## config.mk

```make
export PLATFORM = sky130hd
export DESIGN_NAME = blve_front
export DESIGN_NICKNAME = d
export VERILOG_FILES = /design/src/design/blve_pkg.sv /design/src/design/blve_front.sv
export SDC_FILE = /design/constraint.sdc
export NUM_CORES = 1
export LEC_CHECK = 0
export BUFFER_PORTS_ARGS = -buffer_cell sky130_fd_sc_hd__buf_2
export CAP_MARGIN = 20
export CORE_MARGIN = 3
export CORE_UTILIZATION = 33
export DETAILED_ROUTE_END_ITERATION = 16
export PLACE_DENSITY_LB_ADDON = 0.1
export SETUP_SLACK_MARGIN = 0.4
export SYNTH_ARGS = -nofsm -noshare
export SYNTH_HDL_FRONTEND = slang
export SYNTH_SLANG_ARGS = --single-unit
```

## constraint.sdc

```tcl
create_clock -name clk -period 4.77 [get_ports clk]
set_input_delay 0.477 -clock clk [delete_from_list [all_inputs] [get_ports clk]]
set_output_delay 0.477 -clock clk [all_outputs]
set_load 0.005 [all_outputs]
```

## src/design/blve_pkg.sv

```systemverilog
package blve_pkg;

	localparam int MAX_DEPTH = 6;
	localparam int FRAC_BITS = 16;
	localparam int LEAF_SLOTS = 1 << MAX_DEPTH;

	localparam logic [1:0] OP_ACC  = 2'd0;
	localparam logic [1:0] OP_FIN  = 2'd1;
	localparam logic [1:0] OP_EVAL = 2'd2;
	localparam logic [1:0] OP_NONE = 2'd3;

	typedef struct packed {
		logic [1:0]         operation;
		logic [5:0]         leaf_index;
		logic signed [31:0] first_derivative;
		logic signed [31:0] second_derivative;
		logic signed [31:0] third_derivative;
		logic [31:0]        weight;
	} in_item_t;

	typedef struct packed {
		logic [5:0]         leaf_id;
		logic signed [31:0] leaf_value;
		logic signed [63:0] denominator;
		logic signed [31:0] numerator_adding;
		logic signed [31:0] numerator_multiplier;
		logic               divide_error;
		logic               last;
	} out_item_t;

	// classified item handed from front to back
	typedef struct packed {
		logic [1:0]         op;
		logic [5:0]         leaf;
		logic signed [31:0] g;
		logic signed [31:0] h;
		logic signed [31:0] t;
		logic [32:0]        w;
	} cmd_t;

	typedef struct packed {
		logic       newton;
		logic [6:0] leaves;
	} mode_t;

	function automatic logic signed [31:0] sat32(input logic signed [65:0] v);
		if (v > 66'sd2147483647) return 32'sh7fffffff;
		if (v < -66'sd2147483648) return 32'sh80000000;
		return v[31:0];
	endfunction

	function automatic logic signed [63:0] sat64(input logic signed [65:0] v);
		if (v > $signed({2'b00, 64'h7fffffffffffffff})) return 64'sh7fffffffffffffff;
		if (v < $signed({2'b11, 64'h8000000000000000})) return 64'sh8000000000000000;
		return v[63:0];
	endfunction

endpackage

```

## src/design/blve_front.sv

```systemverilog
module blve_front (
	input  logic                 clk,
	input  logic                 arst_n,
	input  logic                 take,
	input  blve_pkg::in_item_t   item,
	input  logic                 use_weights,
	input  logic [2:0]           tree_depth,
	input  logic                 pop,
	output logic                 q_valid,
	output blve_pkg::cmd_t       q_head,
	output logic                 q_full
);
	localparam int QD = 4;

	blve_pkg::cmd_t fifo_q [QD];
	logic [1:0] wp_q, rp_q;
	logic [2:0] cnt_q;
	logic [2:0] depth;
	logic [5:0] mask;
	blve_pkg::cmd_t c;

	always_comb begin
		depth = (tree_depth > 3'(blve_pkg::MAX_DEPTH)) ? 3'(blve_pkg::MAX_DEPTH) : tree_depth;
		mask = 6'((7'd1 << depth) - 7'd1);
		c.op = item.operation;
		c.leaf = item.leaf_index & mask;
		c.g = item.first_derivative;
		c.h = item.second_derivative;
		c.t = item.third_derivative;
		c.w = use_weights ? {1'b0, item.weight} : 33'(1 << blve_pkg::FRAC_BITS);
	end

	logic push;
	assign push = take && item.operation != blve_pkg::OP_NONE;

	always_ff @(posedge clk or negedge arst_n) begin
		if (!arst_n) begin
			wp_q <= '0;
			rp_q <= '0;
			cnt_q <= '0;
		end else begin
			if (push) wp_q <= wp_q + 2'd1;
			if (pop) rp_q <= rp_q + 2'd1;
			cnt_q <= cnt_q + 3'(push) - 3'(pop);
		end
	end

	always_ff @(posedge clk) begin
		if (push) fifo_q[wp_q] <= c;
	end

	assign q_valid = cnt_q != 3'd0;
	assign q_head = fifo_q[rp_q];
	assign q_full = cnt_q >= 3'(QD - 1);
endmodule

```

==> results.cfg, run 1 <==
[detailed_routing]
drt-wirelength-per-cell_um = 23.2
drt_iter0_drc = 595
drc = 0
first_pass_iters = 5
viasPerCell = 4.71
wl_um = 45200
num_vias = 9184
ant_nets = 0

[setup_path]
rr_startpoint = wp_q[0]
startpoint_type = flip-flop
worstSetupEndpointType = primary output
worstPathRequired_ns = 4.29
reg2reg_slack_ns = 2.60
cp.arrival_ns = 2.71
r2r_end = fifo_q[2][54]
r2r_cells = 4
cp_max_fo = 37
critical_path_class = reg2out

[worst_hold_path]
hold_path_end = fifo_q[1][33]
worst_hold_path_type = in2reg
min_path_cells = 1
hp-start = item[33]

[clocking]
cts_buffer_depth = 3
clock_latency_ns = 0.59
cts-root-buf = clkbuf_16
tritoncts = done
htreeDepth = 2
post_cts_buffers = 0
post_cts_resized = 0
cts.sinks = 551
holdBufCountCts = 1
numCtsBuffers = 59
clkTransAtPathRegs_ns = 0.06

[synthesis]
synth_nets = 943
synth_cells = 791
ys_types = 28
synth_area_per_cell_um2 = 25.8
yosys_warnings = 0
yosys_register_bits = 551
syn_area_mm2 = 0.0204
ys_seq_area_frac = 0.808

[layout]
drive_above_1_share = 0.448
regArea_mm2 = 0.0165
area.growth.synth_to_final_pct = 20.4
stdcell_count = 1948
final_nets = 1267
num-fill-cells = 5445
layout_common_cells = edfxtp_1 (544), buf_2 (281), mux4_2 (136)
layout_commonest_cell = edfxtp_1
multi_input_comb_area_mm2 = 0.00353
fin_util = 0.404

[global_routing]
grt_max_degree = 80
grt_pass1_vias = 9717
grt_pass1_wl_um = 65900
antenna_found_initial = 8
track_usage = 0.139
grt-ovfl-total = 0

[sta]
period_share = 0.669
hold_violations = 0
tightest_slew_ns = 0.944
setup_viol = 0
hold_slack_ns = 0.0993
skew_ns = 0.00941
final.setup.tns_ns = 0
max_freq_mhz = 313
rsz0062_at_grt = false
min_period_ns = 3.19
slew_headroom = 0.371
slew_violations = 0

[placed_design]
place_congestion = 0.680
dp_cells = 1835
port_buffers = 281
hpwlAfterDp_um = 27100

[die]
start_util = 0.336
die_area_mm2 = 0.0649
fp.dieH_um = 255
rows = 90
die_x_um = 255
io_pins = 283
coreArea_mm2 = 0.0608

[power_and_ir_drop]
leakage_nw = 8.34
peakVddDrop_uv = 290
power_density_mw_per_mm2 = 594
power_mw = 14.6

[run_status]
status = finished clean

[run]
drv_cap = 0
## registers in the layout (all words and copies together) (netlist names)
register,cells
fifo_q,544
rp_q,2
wp_q,2
cnt_q,3
## cell usage after synthesis (all sizes together)
| master | number | area share |
|---|---|---|
| edfxtp | 544 | 0.80 |
| o31a | 1 | 0.00043 |
| o21a | 1 | 0.00037 |
| conb | 1 | 0.00018 |
| clkbuf | 4 | 0.00073 |
| o211a | 1 | 0.00049 |
| a21boi | 1 | 0.00037 |
| xor2 | 1 | 0.00043 |
| xnor2 | 3 | 0.0013 |
| fa | 1 | 0.00098 |
| nor2b | 1 | 0.00031 |
| and2 | 36 | 0.011 |
| mux4 | 136 | 0.15 |
| inv | 7 | 0.0013 |
| mux2 | 1 | 0.00055 |
| nand2b | 1 | 0.00031 |
| o21ai | 1 | 0.00024 |
| buf | 31 | 0.017 |
| dfrtp | 7 | 0.0086 |
| and3 | 1 | 0.00031 |
| nand2 | 2 | 0.00037 |
| ha | 7 | 0.0043 |
| a21oi | 1 | 0.00024 |
| or3 | 1 | 0.00031 |
## worst max-delay path by stage
stage	startpoint	to	slack [ns]
final	rp_q[0]	q_head[15]	1.58
after global routing	rp_q[0]	q_head[15]	1.34
after CTS	rp_q[0]	q_head[15]	1.40
after detailed placement	item[134]	fifo_q[3][36]	1.93
after global placement	item[134]	fifo_q[3][50]	1.95
after floorplan	take	fifo_q[0][0]	1.75
## worst max-delay path, cell delays in order, from the launching register on
cell,delay [ns]
dfrtp_4,0.94
buf_12,0.39
mux4_2,0.61
buf_2,0.16
## layer usage
layer | global-route usage | share of wire
met3 | 0.0410 | 0.071
met5 | 0 | 0.00075
met4 | 0.0327 | 0.018
met1 | 0.194 | 0.44
met2 | 0.215 | 0.47
## layout make-up
cell class,instances,share of cell area
multi-input combinational,198,0.144
inverter,7,0.00107
antenna,6,0.000610
clock inverter,34,0.0125
timing repair buffer,298,0.0670
tap,782,0.0398
sequential,551,0.672
clock buffer,72,0.0637
## power breakdown
group,switching (mW),internal [mW]
Clock,1.79,2.63
Sequential,0.316,6.13
Combinational,1.91,1.83
## cell families after synthesis
group,count (synthesis),share of synthesized area
flip-flops,551,0.808
other,1,0.000184
multiplexers,137,0.150
XOR/XNOR,4,0.00172
adder cells (fa/ha/maj),8,0.00527
AO/OA/AOI/OAI,6,0.00214
AND/OR/NAND/NOR,42,0.0126
buffers and inverters,42,0.0194
## per-stage QoR
step | area, µm² | worst slack [ns]
global placement | 22700 | 1.95
global route | 24600 | 1.34
detailed placement | 22700 | 1.93
finish | 24600 | 1.58
CTS | 24600 | 1.40
floorplan | 20400 | 1.75
Note: power is estimated with default switching activity, not from simulation.
==> run 2: changes to the inputs <==
--- a/config.mk
+++ b/config.mk
@@ -5,6 +5,7 @@
 export SDC_FILE = /design/constraint.sdc
 export NUM_CORES = 1
 export LEC_CHECK = 0
+export ABC_AREA = 1
 export BUFFER_PORTS_ARGS = -buffer_cell sky130_fd_sc_hd__buf_2
 export CAP_MARGIN = 20
 export CORE_MARGIN = 3
==> constraint.sdc (replaced) <==
create_clock -name clk -period 3 [get_ports clk]
set_input_delay 0.3 -clock clk [delete_from_list [all_inputs] [get_ports clk]]
set_output_delay 0.3 -clock clk [all_outputs]
set_load 0.005 [all_outputs]
==> run 2 against run 1 <==
- wire length rose by 32%
- design area is 19% higher
- clock power rose by 63%
- worst hold slack worse by 0.057 ns
- area after synthesis grew 15%
==> results.cfg, run 2 <==
[run_status]
status = finished clean

[layout]
antenna_cells = 0
largest_register_ffs = 544
layout_commonest_cell = nand2_1
drive_above_1_share = 0.149
fin_area_mm2 = 0.0293
top_register = fifo_q
biggestRegsByFlops = fifo_q (544), cnt_q (3)
final_nets = 2811
num-fill-cells = 6876
layout_common_cells = nand2_1 (721), inv_1 (589), edfxtp_1 (544)
area.growth.synth_to_final_pct = 24.6

[global_routing]
grt_max_degree = 121
grt_pass1_vias = 15500
gr-max-usage-layer = met2
antenna_found_initial = 0
grt_pass1_wl_um = 91000
grt_use_met1 = 0.193
use_met3 = 0.0301
track_usage = 0.158
grt-ovfl-total = 0
use_met2 = 0.284

[die]
die_x_um = 273
rows = 97
start_util = 0.334
coreArea_mm2 = 0.0704
die_area_mm2 = 0.0746
fp.dieH_um = 273
io_pins = 283

[sta]
tightest_slew_ns = 0.749
slew_violations = 0
min_period_ns = 2.47
setup_viol = 0
hold_slack_ns = 0.0423
hold_violations = 0
skew_ns = 0.0155
max_freq_mhz = 405
period_share = 0.822
rsz0062_at_grt = true
slew_headroom = 0.501

[detailed_routing]
num_vias = 15500
wl_um = 59600
first_pass_iters = 7
drt-wirelength-per-cell_um = 16.3
drt_iter0_drc = 707
drc = 0
ant_nets = 0
viasPerCell = 4.25

[synthesis]
synth_area_per_cell_um2 = 10.4
syn_area_mm2 = 0.0235
ys_types = 20
synth_commonest_cells = nand2_1 (722), inv_1 (591), edfxtp_1 (544), nand3_1 (274), buf_2 (67)
synth-edff-count = 544
synth_top_flop_cell = edfxtp_1
synth_most_common_cell = nand2_1
yosysTopAreaCellShare = 0.694
ys_seq_area_frac = 0.702
synth_area_leaders = edfxtp_1 (69%), nand2_1 (12%), inv_1 (9.4%)
yosys.area.top_type = edfxtp_1
synth_nets = 2413
synthArstFlopShare = 0.0127
yosys_register_bits = 551
synth_cells = 2261
yosys_warnings = 0

[worst_hold_path]
hp-start = item[1]
min_path_cells = 3
worst_hold_path_type = in2reg
hold_path_end = fifo_q[2][1]

[placed_design]
hpwlAfterDp_um = 32200
port_buffers = 281
place_congestion = 0.780
place_area_mm2 = 0.0261

[setup_path]
reg2reg_slack_ns = 1.26
worstSetupEndpointType = primary output
worst_path_dominant_cell_family = buffers and inverters
cp_max_fo = 77
critical_path_class = reg2out
crit_buf_inv = 3
worst-path-stages = 6
cp_common_cell = nand2_1
cp.arrival_ns = 2.17
r2r_cells = 5
startpoint_type = flip-flop
path_cells = buf_4 -> buf_16 -> nand2_1 -> nand3_1 -> nand2_1 -> buf_2
rr_startpoint = wp_q[1]
slowest_stage = dfrtp_4
max_stage_delay_ns = 0.56
r2r_end = fifo_q[0][61]
worstPathRequired_ns = 2.70

[power_and_ir_drop]
leakage_nw = 13.6
peakVddDrop_uv = 458
power_density_mw_per_mm2 = 869

[clocking]
cts_buffer_depth = 3
clkTransAtPathRegs_ns = 0.06
tritoncts = done
cts-root-buf = clkbuf_16
htreeDepth = 2
cts.sinks = 551
numCtsBuffers = 61
clock_latency_ns = 0.62

[run]
drv_cap = 0
run 2: cell count changes after synthesis, sizes merged, moves of 2 or more:
cell / before / now
nand2: 2 / 722
inv: 7 / 592
nand3: 0 / 274
mux4: 136 / 0
buf: 31 / 83
and2: 36 / 0
nor2: 0 / 11
clkbuf: 4 / 12
xnor2: 3 / 1
run 2: per-stage QoR:
stage,worst slack [ns],power [mW],TNS (ns),instances,util
floorplan,-0.0714,14.5,-31.66,2261,-
global placement,0.890,18.1,0,3412,0.370
detailed placement,0.874,18.1,0,3412,0.370
CTS,0.405,25.9,0,3643,0.416
global route,0.383,27.2,0,3647,0.416
finish,0.533,25.5,0,3647,0.416
run 2: power by group:
part / internal [mW] / switching (mW) / total (mW)
clock network: 4.30 / 2.93 / 7.23
registers: 9.36 / 0.258 / 9.62
logic: 3.04 / 5.58 / 8.62
run 2: logic make-up (layout without fill, tap and decap cells):
kind of cell,Yosys count,in the layout,share of synthesized area
buffers and inverters,687,1133,0.116
XOR/XNOR,3,3,0.00112
AND/OR/NAND/NOR,1008,1008,0.175
adder cells (fa/ha/maj),8,8,0.00457
AO/OA/AOI/OAI,3,3,0.000745
other,1,1,0.000159
flip-flops,551,551,0.702
run 2: routing by layer:
metal  vias up  part of all wire
met1      7338              0.43
met2       262              0.51
met3        90             0.042
met4         0             0.024
li1       7801                 -
met5         -                 0
run 2: timing repair:
| item | CTS | global route |
|---|---|---|
| endpoints found under the hold margin | 463 | 0 |
| setup endpoints to repair | 136 | 56 |
| hold buffers | 116 | 0 |
| cloned | 3 | 1 |
| resized for setup | 7 | 2 |
| buffers inserted | 1 | 3 |
run 2: tightest hold or removal path: cells and delay by family:
family / cells / cell delay, ns
buffers and inverters: 2 / 0.18
and+or+nand+nor: 1 / 0.04
run 2: worst max-delay path by stage:
| stage | startpoint | end | slack, ns |
|---|---|---|---|
| floorplan | wp_q[0] | fifo_q[2][0] | -0.07 |
| global placement | rp_q[1] | q_head[1] | 0.89 |
| detailed placement | rp_q[1] | q_head[47] | 0.87 |
| CTS | rp_q[0] | q_head[119] | 0.41 |
| global route | rp_q[0] | q_head[136] | 0.38 |
| finish | rp_q[0] | q_head[56] | 0.53 |
run 2: cell type report:
cell class,instances,area (µm²),share of cell area
inverter,592,2260,0.0769
sequential,551,16500,0.563
tap,940,1180,0.0401
clock inverter,34,334,0.0114
timing repair buffer,429,3120,0.106
clock buffer,77,1590,0.0541
multi-input combinational,1023,4320,0.147
timing repair inverter,1,8.76,0.000299
==> run 3: changes to the inputs <==
==> constraint.sdc (replaced) <==
create_clock -name clk -period 2.4 [get_ports clk]
set_input_delay 0.24 -clock clk [delete_from_list [all_inputs] [get_ports clk]]
set_output_delay 0.24 -clock clk [all_outputs]
set_load 0.005 [all_outputs]
==> run 3 against run 2 <==
- wire length increased by 14%
- sequential share of layout area decreased by 3.3 points
- first-iteration DRC count increased by 28%
- core utilization increased by 2.6 points
- critical path type unchanged
- design area increased by 6.2%
- critical path depth increased by 1
- combinational power increased by 68%
- count of clock-buffer cells in the layout increased by 11
- clock power increased by 30%
- die area unchanged
- largest cell class unchanged
==> results.cfg, run 3 (synthesized netlist as in run 2, its figures left out) <==
[setup_path]
path_cells = buf_12 -> inv_12 -> buf_16 -> nand2_1 -> nand3_1 -> nand2_1 -> buf_2
worst-path-stages = 7
worst_path_dominant_cell_family = buffers and inverters
r2r_cells = 5
max_stage_delay_ns = 0.50
worstSetupEndpointType = primary output
crit_buf_inv = 4
critical_path_class = reg2out
cp_max_fo = 18
slowest_stage = dfrtp_4
worstPathRequired_ns = 2.16
cp.arrival_ns = 1.96
startpoint_type = flip-flop
cp_common_cell = nand2_1

[layout]
final_nets = 2897
biggestRegsByFlops = fifo_q (544), cnt_q (3)
top_register = fifo_q
layout_common_cells = nand2_1 (705), inv_1 (589), edfxtp_1 (544)
drive_above_1_share = 0.180
fin_util = 0.442
largest_register_ffs = 544
area.growth.synth_to_final_pct = 32.3
layout_commonest_cell = nand2_1
fin_area_mm2 = 0.0311
num-fill-cells = 6618

[sta]
hold_violations = 0
slew_headroom = 0.644
period_share = 0.918
setup_viol = 0
tightest_slew_ns = 0.534
max_freq_mhz = 454
skew_ns = 0.0146
min_period_ns = 2.20
slew_violations = 0
hold_slack_ns = 0.0378
rsz0062_at_grt = true
finalWorstSetupSlack_ns = 0.196

[placed_design]
place_congestion = 0.711
place_area_mm2 = 0.0262
port_buffers = 281
place_ws_ns = 0.496
hpwlAfterDp_um = 32400

[die]
fp.dieH_um = 273
die_area_mm2 = 0.0746
io_pins = 283
die_x_um = 273
coreArea_mm2 = 0.0704
start_util = 0.334
rows = 97

[power_and_ir_drop]
peakVddDrop_uv = 571
leakage_nw = 14.5
power_density_mw_per_mm2 = 1150

[run]
drv_cap = 0

[detailed_routing]
viasPerCell = 4.31
first_pass_iters = 6
ant_nets = 0
num_vias = 16100
wl_um = 67700
drc = 0
drt-wirelength-per-cell_um = 18.1
drt_iter0_drc = 902

[global_routing]
grt_pass1_vias = 15600
grt_pass1_wl_um = 95500
antenna_found_initial = 1
grt-ovfl-total = 0
track_usage = 0.171
grt_max_degree = 70

[clocking]
htreeDepth = 3
cts-root-buf = clkbuf_16
cts_buffer_depth = 3
cts.sinks = 551
numCtsBuffers = 66
tritoncts = done
clkTransAtPathRegs_ns = 0.06
clock_latency_ns = 0.58

[worst_hold_path]
worst_hold_path_type = in2reg
min_path_cells = 3

[run_status]
status = finished clean
## run 3: path summary, 6_finish.rpt
check	slack [ns]	from	to
max	0.20	rp_q[0]	q_head[53]
min	0.04	item[18]	fifo_q[1][18]
max reg2reg	0.62	wp_q[1]	fifo_q[1][37]
min reg2reg	0.53	cnt_q[0]	cnt_q[0]
max in group asynchronous	2.15	arst_n	rp_q[1]
min in group asynchronous	0.06	arst_n	rp_q[0]
## run 3: final cells by class
class	instances	area (µm²)	area share
multi-input cells	1023	4430	0.142
repair buffers	504	4620	0.148
well taps	940	1180	0.0378
clock buffers	88	1800	0.0577
clock inverters	24	219	0.00703
inverters	592	2260	0.0727
diodes	2	5.00	0.000161
repair inverters	7	106	0.00342
flip-flops and latches	551	16500	0.531
## run 3: through the flow
stage / instances / TNS, ns / total power, mW
6_report: 3731 / 0 / 35.9
5_1_grt: 3730 / 0 / 38.1
4_1_cts: 3710 / 0 / 35.2
3_5_place_dp: 3425 / 0 / 22.8
3_3_place_gp: 3425 / 0 / 22.8
2_1_floorplan: 2261 / -356.92 / 18.1
## run 3: repair_timing
action | in CTS | in global routing
pin swaps | 0 | 9
cloned | 22 | 19
hold buffers | 131 | 0
setup endpoints to repair | 136 | 136
gates resized for setup | 49 | 64
endpoints found under the hold margin | 523 | 0
buffers inserted | 20 | 0
## run 3: power by group
| part | internal, mW | switching (mW) |
|---|---|---|
| registers | 11.7 | 0.256 |
| logic | 6.04 | 8.49 |
| clock network | 5.67 | 3.74 |
## run 3: worst register-to-register path, stage by stage, from the launching register on
cell	delay, ns
dfrtp_1	0.42
inv_1	0.10
ha_1	0.15
inv_1	0.06
nor2_4	0.29
buf_12	0.34
## run 3: routing by layer
| metal | vias up | track usage | routed length (µm) |
|---|---|---|---|
| li1 | 7989 | - | - |
| met1 | 7708 | 0.211 | 28600 |
| met2 | 313 | 0.305 | 34700 |
| met3 | 87 | 0.0300 | 2910 |
| met4 | 0 | 0.0541 | 1460 |
| met5 | - | 0 | 0 |
